**config.mk**
```make
export PLATFORM = sky130hd
export DESIGN_NAME = biquad_lowpass_filter
export DESIGN_NICKNAME = d
export VERILOG_FILES = /design/src/rtl/bqlp_pkg.sv /design/src/rtl/bqlp_ucode_rom.sv /design/src/rtl/bqlp_sequencer.sv /design/src/rtl/bqlp_datapath.sv /design/src/rtl/biquad_lowpass_filter.sv
export SDC_FILE = /design/constraint.sdc
export NUM_CORES = 2
export LEC_CHECK = 0
export ABC_AREA = 1
export BUFFER_PORTS_ARGS = -buffer_cell sky130_fd_sc_hd__clkbuf_2
export CORE_ASPECT_RATIO = 0.6
export CORE_MARGIN = 5
export CORE_UTILIZATION = 46
export DETAILED_ROUTE_END_ITERATION = 6
export SLEW_MARGIN = 10
export SYNTH_ARGS = -nofsm -noshare
export SYNTH_HDL_FRONTEND = slang
export SYNTH_SLANG_ARGS = --single-unit
```
**constraint.sdc**
```tcl
create_clock -name clk -period 9 [get_ports clk]
set_input_delay 0.9 -clock clk [delete_from_list [all_inputs] [get_ports clk]]
set_output_delay 0.9 -clock clk [all_outputs]
set_load 0.05 [all_outputs]
```
**src/rtl/bqlp_pkg.sv**
```systemverilog
// shared types, codes and constants for the biquad low-pass filter
`timescale 1ns / 1ps

package bqlp_pkg;

    localparam int SAMPLE_W   = 16;
    localparam int COEF_W     = 32;
    localparam int GAIN_W     = 24;
    localparam int GAIN_FRAC  = 16;
    localparam int HIST_W     = 48;
    localparam int Y_SPLIT    = 24;
    localparam int MUL_A_W    = 33;
    localparam int MUL_B_W    = 25;
    localparam int PROD_W     = MUL_A_W + MUL_B_W;
    // covers the feedback products plus feedforward terms at the widest history format
    localparam int ACC_W      = 84;
    localparam int OUT_LIMIT  = 32765;
    localparam int CFG_IDX_W  = 3;
    localparam int CFG_DATA_W = 32;
    localparam int PC_W       = 4;

    // register indexes on the configuration port
    localparam logic [CFG_IDX_W-1:0] CFG_COEF_A0  = 3'd0;
    localparam logic [CFG_IDX_W-1:0] CFG_COEF_A1  = 3'd1;
    localparam logic [CFG_IDX_W-1:0] CFG_COEF_B1  = 3'd2;
    localparam logic [CFG_IDX_W-1:0] CFG_COEF_B2  = 3'd3;
    localparam logic [CFG_IDX_W-1:0] CFG_OUT_GAIN = 3'd4;

    localparam logic signed [COEF_W-1:0] RST_COEF_A0 = 32'sd1269807;
    localparam logic signed [COEF_W-1:0] RST_COEF_A1 = 32'sd2539614;
    localparam logic signed [COEF_W-1:0] RST_COEF_B1 = -32'sd496202096;
    localparam logic signed [COEF_W-1:0] RST_COEF_B2 = 32'sd232845826;
    localparam logic [GAIN_W-1:0]        RST_GAIN    = 24'd65536;

    // program addresses with a special role
    localparam logic [PC_W-1:0] STEP_WAIT = 4'd0;
    localparam logic [PC_W-1:0] STEP_EMIT = 4'd15;

    typedef enum logic [1:0] {
        COND_NONE = 2'd0,
        COND_IN   = 2'd1,
        COND_OUT  = 2'd2
    } cond_t;

    typedef enum logic [2:0] {
        MA_A0   = 3'd0,
        MA_A1   = 3'd1,
        MA_B1   = 3'd2,
        MA_B2   = 3'd3,
        MA_GAIN = 3'd4
    } mul_a_t;

    typedef enum logic [3:0] {
        MB_X     = 4'd0,
        MB_X1    = 4'd1,
        MB_X2    = 4'd2,
        MB_Y1_LO = 4'd3,
        MB_Y1_HI = 4'd4,
        MB_Y2_LO = 4'd5,
        MB_Y2_HI = 4'd6,
        MB_YN_LO = 4'd7,
        MB_YN_HI = 4'd8
    } mul_b_t;

    typedef enum logic [2:0] {
        ACC_NOP   = 3'd0,
        ACC_LOAD  = 3'd1,
        ACC_ADD   = 3'd2,
        ACC_SUB   = 3'd3,
        ACC_RND_Y = 3'd4,
        ACC_RND_O = 3'd5
    } acc_op_t;

    typedef enum logic [1:0] {
        SH_NONE = 2'd0,
        SH_HIST = 2'd1,
        SH_HALF = 2'd2
    } shift_t;

    typedef struct packed {
        cond_t   cond;
        logic    jump;
        logic    mul_en;
        mul_a_t  mul_a;
        mul_b_t  mul_b;
        acc_op_t acc_op;
        shift_t  shift;
        logic    sat_y;
        logic    emit;
    } ctrl_t;

    localparam ctrl_t CTRL_NOP = '{
        cond:   COND_NONE,
        jump:   1'b0,
        mul_en: 1'b0,
        mul_a:  MA_A0,
        mul_b:  MB_X,
        acc_op: ACC_NOP,
        shift:  SH_NONE,
        sat_y:  1'b0,
        emit:   1'b0
    };

    typedef struct packed {
        logic signed [COEF_W-1:0] a0;
        logic signed [COEF_W-1:0] a1;
        logic signed [COEF_W-1:0] b1;
        logic signed [COEF_W-1:0] b2;
        logic [GAIN_W-1:0]        gain;
    } cfg_t;

endpackage

```
**src/rtl/bqlp_ucode_rom.sv**
```systemverilog
// microprogram table: one control word per step
`timescale 1ns / 1ps

module bqlp_ucode_rom (
    input  logic [bqlp_pkg::PC_W-1:0] pc,
    output bqlp_pkg::ctrl_t           word
);
    import bqlp_pkg::*;

    always_comb
    begin
        word = CTRL_NOP;
        case (pc)
            STEP_WAIT:
            begin
                word.cond = COND_IN;
            end
            4'd1:
            begin
                word.mul_en = 1'b1; word.mul_a = MA_A0; word.mul_b = MB_X;
            end
            4'd2:
            begin
                word.mul_en = 1'b1; word.mul_a = MA_A1; word.mul_b = MB_X1;
                word.acc_op = ACC_LOAD; word.shift = SH_HIST;
            end
            4'd3:
            begin
                word.mul_en = 1'b1; word.mul_a = MA_A0; word.mul_b = MB_X2;
                word.acc_op = ACC_ADD; word.shift = SH_HIST;
            end
            4'd4:
            begin
                word.mul_en = 1'b1; word.mul_a = MA_B1; word.mul_b = MB_Y1_LO;
                word.acc_op = ACC_ADD; word.shift = SH_HIST;
            end
            4'd5:
            begin
                word.mul_en = 1'b1; word.mul_a = MA_B1; word.mul_b = MB_Y1_HI;
                word.acc_op = ACC_SUB; word.shift = SH_NONE;
            end
            4'd6:
            begin
                word.mul_en = 1'b1; word.mul_a = MA_B2; word.mul_b = MB_Y2_LO;
                word.acc_op = ACC_SUB; word.shift = SH_HALF;
            end
            4'd7:
            begin
                word.mul_en = 1'b1; word.mul_a = MA_B2; word.mul_b = MB_Y2_HI;
                word.acc_op = ACC_SUB; word.shift = SH_NONE;
            end
            4'd8:
            begin
                word.acc_op = ACC_SUB; word.shift = SH_HALF;
            end
            4'd9:
            begin
                word.acc_op = ACC_RND_Y;
            end
            4'd10:
            begin
                word.sat_y = 1'b1;
            end
            4'd11:
            begin
                word.mul_en = 1'b1; word.mul_a = MA_GAIN; word.mul_b = MB_YN_LO;
            end
            4'd12:
            begin
                word.mul_en = 1'b1; word.mul_a = MA_GAIN; word.mul_b = MB_YN_HI;
                word.acc_op = ACC_LOAD; word.shift = SH_NONE;
            end
            4'd13:
            begin
                word.acc_op = ACC_ADD; word.shift = SH_HALF;
            end
            4'd14:
            begin
                word.acc_op = ACC_RND_O;
            end
            STEP_EMIT:
            begin
                word.cond = COND_OUT; word.emit = 1'b1; word.jump = 1'b1;
            end
            default:
            begin
                word = CTRL_NOP;
            end
        endcase
    end

endmodule

```
**src/rtl/bqlp_sequencer.sv**
```systemverilog
// step counter with conditional hold and jump back to the wait step
`timescale 1ns / 1ps

module bqlp_sequencer (
    input  logic                      clk,
    input  logic                      rst_n,
    input  bqlp_pkg::ctrl_t           word,
    input  logic                      in_valid,
    input  logic                      out_busy,
    output logic [bqlp_pkg::PC_W-1:0] pc,
    output logic                      fire,
    output logic                      in_ready
);
    import bqlp_pkg::*;

    logic [PC_W-1:0] pc_reg;
    logic [PC_W-1:0] pc_next;

    always_comb
    begin
        case (word.cond)
            COND_NONE: fire = 1'b1;
            COND_IN:   fire = in_valid;
            COND_OUT:  fire = !out_busy;
            default:   fire = 1'b1;
        endcase
    end

    always_comb
    begin
        if (!fire)
            pc_next = pc_reg;
        else if (word.jump)
            pc_next = STEP_WAIT;
        else
            pc_next = pc_reg + PC_W'(1);
    end

    always_ff @(posedge clk or negedge rst_n)
    begin
        if (!rst_n)
            pc_reg <= STEP_WAIT;
        else
            pc_reg <= pc_next;
    end

    assign pc       = pc_reg;
    assign in_ready = (word.cond == COND_IN);

endmodule

```
**src/rtl/bqlp_datapath.sv**
```systemverilog
// shared multiplier, wide accumulator, rounding and saturation, sample history
`timescale 1ns / 1ps

module bqlp_datapath #(
    parameter int COEF_FRAC_BITS = 28,
    parameter int HIST_FRAC_BITS = 16
) (
    input  logic                                 clk,
    input  logic                                 rst_n,
    input  bqlp_pkg::ctrl_t                      word,
    input  logic                                 fire,
    input  logic signed [bqlp_pkg::SAMPLE_W-1:0] sample_in,
    input  bqlp_pkg::cfg_t                       cfg,
    output logic signed [bqlp_pkg::SAMPLE_W-1:0] res_sample
);
    import bqlp_pkg::*;

    localparam int OUT_SHIFT = HIST_FRAC_BITS + GAIN_FRAC;
    localparam logic signed [ACC_W-1:0] ONE_W = {{(ACC_W-1){1'b0}}, 1'b1};
    localparam logic signed [ACC_W-1:0] RND_Y_C = ONE_W << (COEF_FRAC_BITS - 1);
    localparam logic signed [ACC_W-1:0] RND_O_C = ONE_W << (OUT_SHIFT - 1);
    localparam logic signed [ACC_W-1:0] OUT_HI = ACC_W'(OUT_LIMIT);
    localparam logic signed [ACC_W-1:0] OUT_LO = -OUT_HI;
    localparam logic signed [HIST_W-1:0] HIST_MAX = {1'b0, {(HIST_W-1){1'b1}}};
    localparam logic signed [HIST_W-1:0] HIST_MIN = {1'b1, {(HIST_W-1){1'b0}}};

    logic signed [SAMPLE_W-1:0] x_cur_reg;
    logic signed [SAMPLE_W-1:0] x1_reg;
    logic signed [SAMPLE_W-1:0] x2_reg;
    logic signed [HIST_W-1:0]   y1_reg;
    logic signed [HIST_W-1:0]   y2_reg;
    logic signed [HIST_W-1:0]   yn_reg;
    logic signed [HIST_W-1:0]   yn_next;
    logic signed [PROD_W-1:0]   prod_reg;
    logic signed [PROD_W-1:0]   prod_next;
    logic signed [ACC_W-1:0]    acc_reg;
    logic signed [ACC_W-1:0]    acc_next;

    logic signed [MUL_A_W-1:0]  mul_a;
    logic signed [MUL_B_W-1:0]  mul_b;
    logic signed [ACC_W-1:0]    prod_ext;
    logic signed [ACC_W-1:0]    prod_sh;
    logic signed [ACC_W-1:0]    sh_y;
    logic signed [ACC_W-1:0]    sh_o;
    logic [ACC_W-HIST_W:0]      y_top;

    // operand selection
    always_comb
    begin
        case (word.mul_a)
            MA_A0:   mul_a = {cfg.a0[COEF_W-1], cfg.a0};
            MA_A1:   mul_a = {cfg.a1[COEF_W-1], cfg.a1};
            MA_B1:   mul_a = {cfg.b1[COEF_W-1], cfg.b1};
            MA_B2:   mul_a = {cfg.b2[COEF_W-1], cfg.b2};
            MA_GAIN: mul_a = {{(MUL_A_W-GAIN_W){1'b0}}, cfg.gain};
            default: mul_a = '0;
        endcase
    end

    // history words split into unsigned low half and signed high half
    always_comb
    begin
        case (word.mul_b)
            MB_X:     mul_b = {{(MUL_B_W-SAMPLE_W){x_cur_reg[SAMPLE_W-1]}}, x_cur_reg};
            MB_X1:    mul_b = {{(MUL_B_W-SAMPLE_W){x1_reg[SAMPLE_W-1]}}, x1_reg};
            MB_X2:    mul_b = {{(MUL_B_W-SAMPLE_W){x2_reg[SAMPLE_W-1]}}, x2_reg};
            MB_Y1_LO: mul_b = {1'b0, y1_reg[Y_SPLIT-1:0]};
            MB_Y1_HI: mul_b = {y1_reg[HIST_W-1], y1_reg[HIST_W-1:Y_SPLIT]};
            MB_Y2_LO: mul_b = {1'b0, y2_reg[Y_SPLIT-1:0]};
            MB_Y2_HI: mul_b = {y2_reg[HIST_W-1], y2_reg[HIST_W-1:Y_SPLIT]};
            MB_YN_LO: mul_b = {1'b0, yn_reg[Y_SPLIT-1:0]};
            MB_YN_HI: mul_b = {yn_reg[HIST_W-1], yn_reg[HIST_W-1:Y_SPLIT]};
            default:  mul_b = '0;
        endcase
    end

    assign prod_next = mul_a * mul_b;
    assign prod_ext  = {{(ACC_W-PROD_W){prod_reg[PROD_W-1]}}, prod_reg};

    always_comb
    begin
        case (word.shift)
            SH_NONE: prod_sh = prod_ext;
            SH_HIST: prod_sh = prod_ext << HIST_FRAC_BITS;
            SH_HALF: prod_sh = prod_ext << Y_SPLIT;
            default: prod_sh = prod_ext;
        endcase
    end

    always_comb
    begin
        case (word.acc_op)
            ACC_NOP:   acc_next = acc_reg;
            ACC_LOAD:  acc_next = prod_sh;
            ACC_ADD:   acc_next = acc_reg + prod_sh;
            ACC_SUB:   acc_next = acc_reg - prod_sh;
            ACC_RND_Y: acc_next = acc_reg + RND_Y_C;
            ACC_RND_O: acc_next = acc_reg + RND_O_C;
            default:   acc_next = acc_reg;
        endcase
    end

    // new y: drop fraction bits, clamp to the history range
    assign sh_y  = acc_reg >>> COEF_FRAC_BITS;
    assign y_top = sh_y[ACC_W-1:HIST_W-1];

    always_comb
    begin
        if ((&y_top) || !(|y_top))
            yn_next = sh_y[HIST_W-1:0];
        else if (y_top[ACC_W-HIST_W])
            yn_next = HIST_MIN;
        else
            yn_next = HIST_MAX;
    end

    // gained sample: drop fraction bits, clamp to the output limit
    assign sh_o = acc_reg >>> OUT_SHIFT;

    always_comb
    begin
        if (sh_o > OUT_HI)
            res_sample = OUT_HI[SAMPLE_W-1:0];
        else if (sh_o < OUT_LO)
            res_sample = OUT_LO[SAMPLE_W-1:0];
        else
            res_sample = sh_o[SAMPLE_W-1:0];
    end

    always_ff @(posedge clk)
    begin
        if (word.mul_en)
            prod_reg <= prod_next;
        acc_reg <= acc_next;
        if (word.sat_y)
            yn_reg <= yn_next;
        if ((word.cond == COND_IN) && fire)
            x_cur_reg <= sample_in;
    end

    always_ff @(posedge clk or negedge rst_n)
    begin
        if (!rst_n)
        begin
            x1_reg <= '0;
            x2_reg <= '0;
            y1_reg <= '0;
            y2_reg <= '0;
        end
        else if (word.emit && fire)
        begin
            x2_reg <= x1_reg;
            x1_reg <= x_cur_reg;
            y2_reg <= y1_reg;
            y1_reg <= yn_reg;
        end
    end

endmodule

```
**src/rtl/biquad_lowpass_filter.sv**
```systemverilog
// top level of the biquad low-pass filter: config registers, output register, sequencer
`timescale 1ns / 1ps
// timing: the 16-step microprogram runs from the wait step to the emit step for each sample
// intake: a new sample is taken only back at the wait step, after the emit step; one shared
//   33x25 multiplier runs the nine partial products in steps 1 to 12
// reset: rst_n clears the step counter, output valid and sample history, and
//   loads the default coefficients and unity gain; no clearing pass

module biquad_lowpass_filter #(
    parameter int COEF_FRAC_BITS = 28,
    parameter int HIST_FRAC_BITS = 16
) (
    input  logic                                   clk,
    input  logic                                   rst_n,
    input  logic                                   in_valid,
    output logic                                   in_ready,
    input  logic signed [bqlp_pkg::SAMPLE_W-1:0]   sample_in,
    output logic                                   out_valid,
    input  logic                                   out_ready,
    output logic signed [bqlp_pkg::SAMPLE_W-1:0]   sample_out,
    input  logic                                   cfg_valid,
    output logic                                   cfg_ready,
    input  logic [bqlp_pkg::CFG_IDX_W-1:0]         cfg_index,
    input  logic [bqlp_pkg::CFG_DATA_W-1:0]        cfg_data
);
    import bqlp_pkg::*;

    cfg_t                       cfg_reg;
    ctrl_t                      word;
    logic [PC_W-1:0]            pc;
    logic                       fire;
    logic                       out_busy;
    logic                       out_valid_reg;
    logic signed [SAMPLE_W-1:0] sample_out_reg;
    logic signed [SAMPLE_W-1:0] res_sample;

    // config writes are always taken; unknown indexes fall through
    assign cfg_ready = 1'b1;

    always_ff @(posedge clk or negedge rst_n)
    begin
        if (!rst_n)
        begin
            cfg_reg.a0   <= RST_COEF_A0;
            cfg_reg.a1   <= RST_COEF_A1;
            cfg_reg.b1   <= RST_COEF_B1;
            cfg_reg.b2   <= RST_COEF_B2;
            cfg_reg.gain <= RST_GAIN;
        end
        else if (cfg_valid)
        begin
            case (cfg_index)
                CFG_COEF_A0:  cfg_reg.a0   <= cfg_data;
                CFG_COEF_A1:  cfg_reg.a1   <= cfg_data;
                CFG_COEF_B1:  cfg_reg.b1   <= cfg_data;
                CFG_COEF_B2:  cfg_reg.b2   <= cfg_data;
                CFG_OUT_GAIN: cfg_reg.gain <= cfg_data[GAIN_W-1:0];
                default:      cfg_reg      <= cfg_reg;
            endcase
        end
    end

    // control word for the current step
    bqlp_ucode_rom u_rom (
        .pc   (pc),
        .word (word)
    );

    // emit step holds while the output register still has an untaken beat
    assign out_busy = out_valid_reg && !out_ready;

    bqlp_sequencer u_seq (
        .clk      (clk),
        .rst_n    (rst_n),
        .word     (word),
        .in_valid (in_valid),
        .out_busy (out_busy),
        .pc       (pc),
        .fire     (fire),
        .in_ready (in_ready)
    );

    bqlp_datapath #(
        .COEF_FRAC_BITS (COEF_FRAC_BITS),
        .HIST_FRAC_BITS (HIST_FRAC_BITS)
    ) u_dp (
        .clk        (clk),
        .rst_n      (rst_n),
        .word       (word),
        .fire       (fire),
        .sample_in  (sample_in),
        .cfg        (cfg_reg),
        .res_sample (res_sample)
    );

    // output register: lets the next sample start while this beat waits
    always_ff @(posedge clk or negedge rst_n)
    begin
        if (!rst_n)
            out_valid_reg <= 1'b0;
        else if (word.emit && fire)
            out_valid_reg <= 1'b1;
        else if (out_ready)
            out_valid_reg <= 1'b0;
    end

    always_ff @(posedge clk)
    begin
        if (word.emit && fire)
            sample_out_reg <= res_sample;
    end

    assign out_valid  = out_valid_reg;
    assign sample_out = sample_out_reg;

    // a new output beat only comes from the emit step
    a_emit_source: assert property (@(posedge clk) disable iff (!rst_n)
        (word.emit && fire) || !(out_valid_reg && !$past(out_valid_reg))
            || $past(pc == STEP_EMIT))
        else $error("output beat raised outside the emit step");

    // an accepted input starts the program at its first compute step
    a_accept_start: assert property (@(posedge clk) disable iff (!rst_n)
        (in_valid && in_ready) |=> (pc == STEP_WAIT + PC_W'(1)))
        else $error("input beat did not start the program");

    // emitted samples stay within the saturation limit
    a_out_range: assert property (@(posedge clk) disable iff (!rst_n)
        out_valid |-> ((sample_out <= 16'sd32765) && (sample_out >= -16'sd32765)))
        else $error("output sample beyond saturation limit");

endmodule

```
==> results_tabular.tex <==
\begin{tabular}{lr}
\hline
Metric & Value \\
\hline
\multicolumn{2}{l}{\textbf{Status}} \\
Outcome & finished with violations \\
Violations in the final reports & max-capacitance violations \\
\multicolumn{2}{l}{\textbf{STA}} \\
Slack of the critical path & 0.244 ns \\
Worst slew pin tran & 1.47 ns \\
Final setup skew & 0.0683 ns \\
Max-slew violation total from the final report & 0 \\
Final cycle utilization of the critical path & 97.3\% \\
Clock period minus worst slack & 8.76 ns \\
Highest clock rate & 0.114 GHz \\
Setup-violating endpoint count in the final report & 0 \\
Worst slew margin relative to its limit & 1.86\% \\
Final count of hold timing violations & 0 \\
Setup repair after global routing missed its margin & yes \\
Final worst hold slack & 0.190 ns \\
\multicolumn{2}{l}{\textbf{Job}} \\
Reported max-cap violation count & 1 \\
\multicolumn{2}{l}{\textbf{Route}} \\
Aggregate routed wire length & 295 mm \\
Vias per inst & 5.75 \\
Routed len/inst & 27.4 um \\
DR vias & 62000 \\
First-pass iteration count of the detailed router & 7 \\
DRC violation count after routing & 0 \\
Detailed Route Iter0 Violations & 9188 \\
Number of nets with antenna violations after routing & 0 \\
\multicolumn{2}{l}{\textbf{Die}} \\
Core Region & 139000 um\^{}2 \\
Number of I/O pins & 75 \\
Die span in x & 493 um \\
Chip height & 300 um \\
Total Die Area & 148000 um\^{}2 \\
Starting Density & 46.3\% \\
Number of core rows & 106 \\
\multicolumn{2}{l}{\textbf{Critical path}} \\
Most frequent CP cell & sky130\_fd\_sc\_hd\_\_fa\_1 \\
End of the worst register-to-register path & u\_dp.prod\_reg[41]\$\_DFFE\_PN\_ \\
Crit start category & flip-flop \\
Crit-path max FO & 22 \\
Critical Setup Path Class & reg2reg \\
R2r startpoint & u\_seq.pc[0]\$\_DFFE\_PN0N\_ \\
Kind of capture point of the worst setup path & flip-flop \\
Crit path DAT & 9.13 ns \\
Cell with the largest stage delay on the worst path & sky130\_fd\_sc\_hd\_\_fa\_1 \\
Worst R2R Setup Slack & 0.24 ns \\
FF-to-FF path depth & 32 \\
Required time at the endpoint of the critical path & 9.37 ns \\
Longest individual stage delay on the worst path & 0.55 ns \\
\multicolumn{2}{l}{\textbf{Synthesis}} \\
Syn Area/Cell & 7.52 um\^{}2 \\
Synthesis-stage register bit count & 507 \\
Area of the mapped netlist & 64400 um\^{}2 \\
Post-Syn Nets & 9690 \\
Proportion of register bits with asynchronous set or reset after synthesis & 56.2\% \\
Part of the Yosys area used for sequential elements & 21.5\% \\
Post-synth EDFFs & 222 \\
Yosys Warn Count & 0 \\
Distinct cell type count after synthesis & 62 \\
Dominant synthesized flop cell & sky130\_fd\_sc\_hd\_\_dfrtp\_1 \\
Instance count of the mapped netlist & 8557 \\
\multicolumn{2}{l}{\textbf{Global routing}} \\
Overall Global Routing Usage & 39.5\% \\
First-pass GRT wire length & 423 mm \\
Most used routing layer & met1 \\
Remaining Overflow, GRT & 0 \\
Via count of the first global-routing pass & 58800 \\
Met3 demand-to-capacity share in global routing & 21.1\% \\
Initial antenna violation count & 11 \\
Largest net degree at the start of global routing & 91 \\
GR Layer Usage met1 & 63.6\% \\
Met2 layer usage reported by global route & 45.7\% \\
\multicolumn{2}{l}{\textbf{Layout}} \\
Area Overhead vs Synth & 12.5\% \\
Post-layout net count & 10000 \\
Max reg flops & 152 \\
Layout cell share with drive strength beyond 1 & 10.6\% \\
Commonest cells after routing, fill and taps aside & sky130\_fd\_sc\_hd\_\_nand2\_1 (1962), sky130\_fd\_sc\_hd\_\_inv\_1 (1669), sky130\_fd\_sc\_hd\_\_nor2\_1 (918), sky130\_fd\_sc\_hd\_\_fa\_1 (817), sky130\_fd\_sc\_hd\_\_o21ai\_0 (549) \\
Leading cell type in the layout, fill and taps excluded & sky130\_fd\_sc\_hd\_\_nand2\_1 \\
\multicolumn{2}{l}{\textbf{Clocking}} \\
Count of hold-fix buffers inserted at cts & 0 \\
Number of buffers on the longest clock path & 3 \\
Clock latency reported for the late side of the worst-skew pair & 0.70 ns \\
Maximum level of the CTS H-tree & 2 \\
Clock tree from TritonCTS & yes \\
CTS clk-pin slew, worst paths & 0.07 ns \\
Cell at the root of the clock tree & sky130\_fd\_sc\_hd\_\_clkbuf\_16 \\
TritonCTS buffer count & 53 \\
TritonCTS sink count & 507 \\
\multicolumn{2}{l}{\textbf{Placed design}} \\
Global placer's final weighted congestion & 1.08 \\
Buffers added on ports & 73 \\
Worst setup slack before clock tree synthesis & -0.110 ns \\
Estimated wirelength of the detail-placed design & 248 mm \\
\multicolumn{2}{l}{\textbf{Min path}} \\
Min-Delay Path Class & in2async \\
\hline
\end{tabular}
[critical path: cells and delay by family (launching register included)]
kind            cells  cell delay [ns]
compound gates      7             1.63
fa+ha+maj           9             4.29
flops               1             0.38
simple gates        6             0.88
buf+inv             9             1.05
xor+xnor            1             0.17
[metrics by stage]
stage	TNS, ns	instance area [um^2]	cells	util (%)
6_report	0	72400	10800	52.1
5_1_grt	-0.453	72400	10800	52.1
4_1_cts	0	71700	10800	51.5
3_5_place_dp	-0.110	69900	10700	50.3
3_3_place_gp	-0.107	69900	10700	50.3
2_1_floorplan	0	64400	8557	-
[cell usage after synthesis, types with 25 or more instances]
library cell / instances / share of area, %
sky130_fd_sc_hd__a21oi_1: 366 / 2.8
sky130_fd_sc_hd__a22o_1: 32 / 0.44
sky130_fd_sc_hd__a31oi_1: 28 / 0.27
sky130_fd_sc_hd__and3_1: 29 / 0.28
sky130_fd_sc_hd__buf_2: 134 / 1.0
sky130_fd_sc_hd__clkbuf_1: 123 / 0.72
sky130_fd_sc_hd__dfrtp_1: 238 / 9.2
sky130_fd_sc_hd__dfstp_2: 47 / 1.9
sky130_fd_sc_hd__edfxtp_1: 222 / 10
sky130_fd_sc_hd__fa_1: 827 / 26
sky130_fd_sc_hd__ha_1: 250 / 4.9
sky130_fd_sc_hd__inv_1: 1674 / 9.8
sky130_fd_sc_hd__inv_2: 43 / 0.25
sky130_fd_sc_hd__nand2_1: 1973 / 12
sky130_fd_sc_hd__nand3_1: 329 / 2.6
sky130_fd_sc_hd__nand3b_1: 33 / 0.38
sky130_fd_sc_hd__nand4_1: 80 / 0.78
sky130_fd_sc_hd__nor2_1: 941 / 5.5
sky130_fd_sc_hd__nor3_1: 99 / 0.77
sky130_fd_sc_hd__nor4_1: 35 / 0.34
sky130_fd_sc_hd__o21ai_0: 575 / 4.5
sky130_fd_sc_hd__o21bai_1: 25 / 0.29
sky130_fd_sc_hd__o22ai_1: 28 / 0.27
sky130_fd_sc_hd__or2_2: 32 / 0.31
sky130_fd_sc_hd__xnor2_1: 44 / 0.60
sky130_fd_sc_hd__xor2_1: 111 / 1.5
[how the worst max path moves through the flow]
stage | startpoint | endpoint | slack (ns)
final | u_seq.pc[0]$_DFFE_PN0N_ | u_dp.prod_reg[41]$_DFFE_PN_ | 0.24
after global routing | u_seq.pc[0]$_DFFE_PN0N_ | u_dp.prod_reg[35]$_DFFE_PN_ | -0.08
after CTS | u_seq.pc[0]$_DFFE_PN0N_ | u_dp.prod_reg[35]$_DFFE_PN_ | 0.002
after detailed placement | u_seq.pc[0]$_DFFE_PN0N_ | u_dp.prod_reg[35]$_DFFE_PN_ | -0.11
after global placement | u_seq.pc[0]$_DFFE_PN0N_ | u_dp.prod_reg[35]$_DFFE_PN_ | -0.11
after floorplan | u_seq.pc[0]$_DFFE_PN0N_ | u_dp.prod_reg[56]$_DFFE_PN_ | 0.74
[kinds of logic after synthesis]
family	count (synthesis)	share of synthesized area, %
AOI/OAI and AO/OA	1212	10.7
xor gates and xnor gates	155	2.11
and+or+nand+nor	3589	22.9
DFF	507	21.5
buffers and inverters	2016	12.2
adders and majority gates	1077	30.6
other	1	0.00582
[repair_timing]
item	4_1_cts	5_1_grt
resized for setup	2	170
pin swaps	0	15
gates cloned	0	1
buffers inserted	0	15
endpoints found under the setup margin	3	41
[layout make-up]
class / instances / area (um^2)
Inverter: 1720 / 6530
Clock buffer: 64 / 1440
Sequential cell: 507 / 13900
Timing Repair Buffer: 585 / 4710
Antenna cell: 1 / 2.50
Multi-Input combinational cell: 6034 / 43300
Tap cell: 1836 / 2300
Fill cell: 13600 / 66700
Clock inverter: 36 / 325
[metal layers]
metal | wire length (um) | share of wire, %
met3 | 54400 | 18
met2 | 98500 | 33
met1 | 137000 | 47
met4 | 4280 | 1.4
met5 | 275 | 0.093
Power is not shown: default switching activity piles up to over one toggle a cycle in this logic, so the estimate is an artifact.
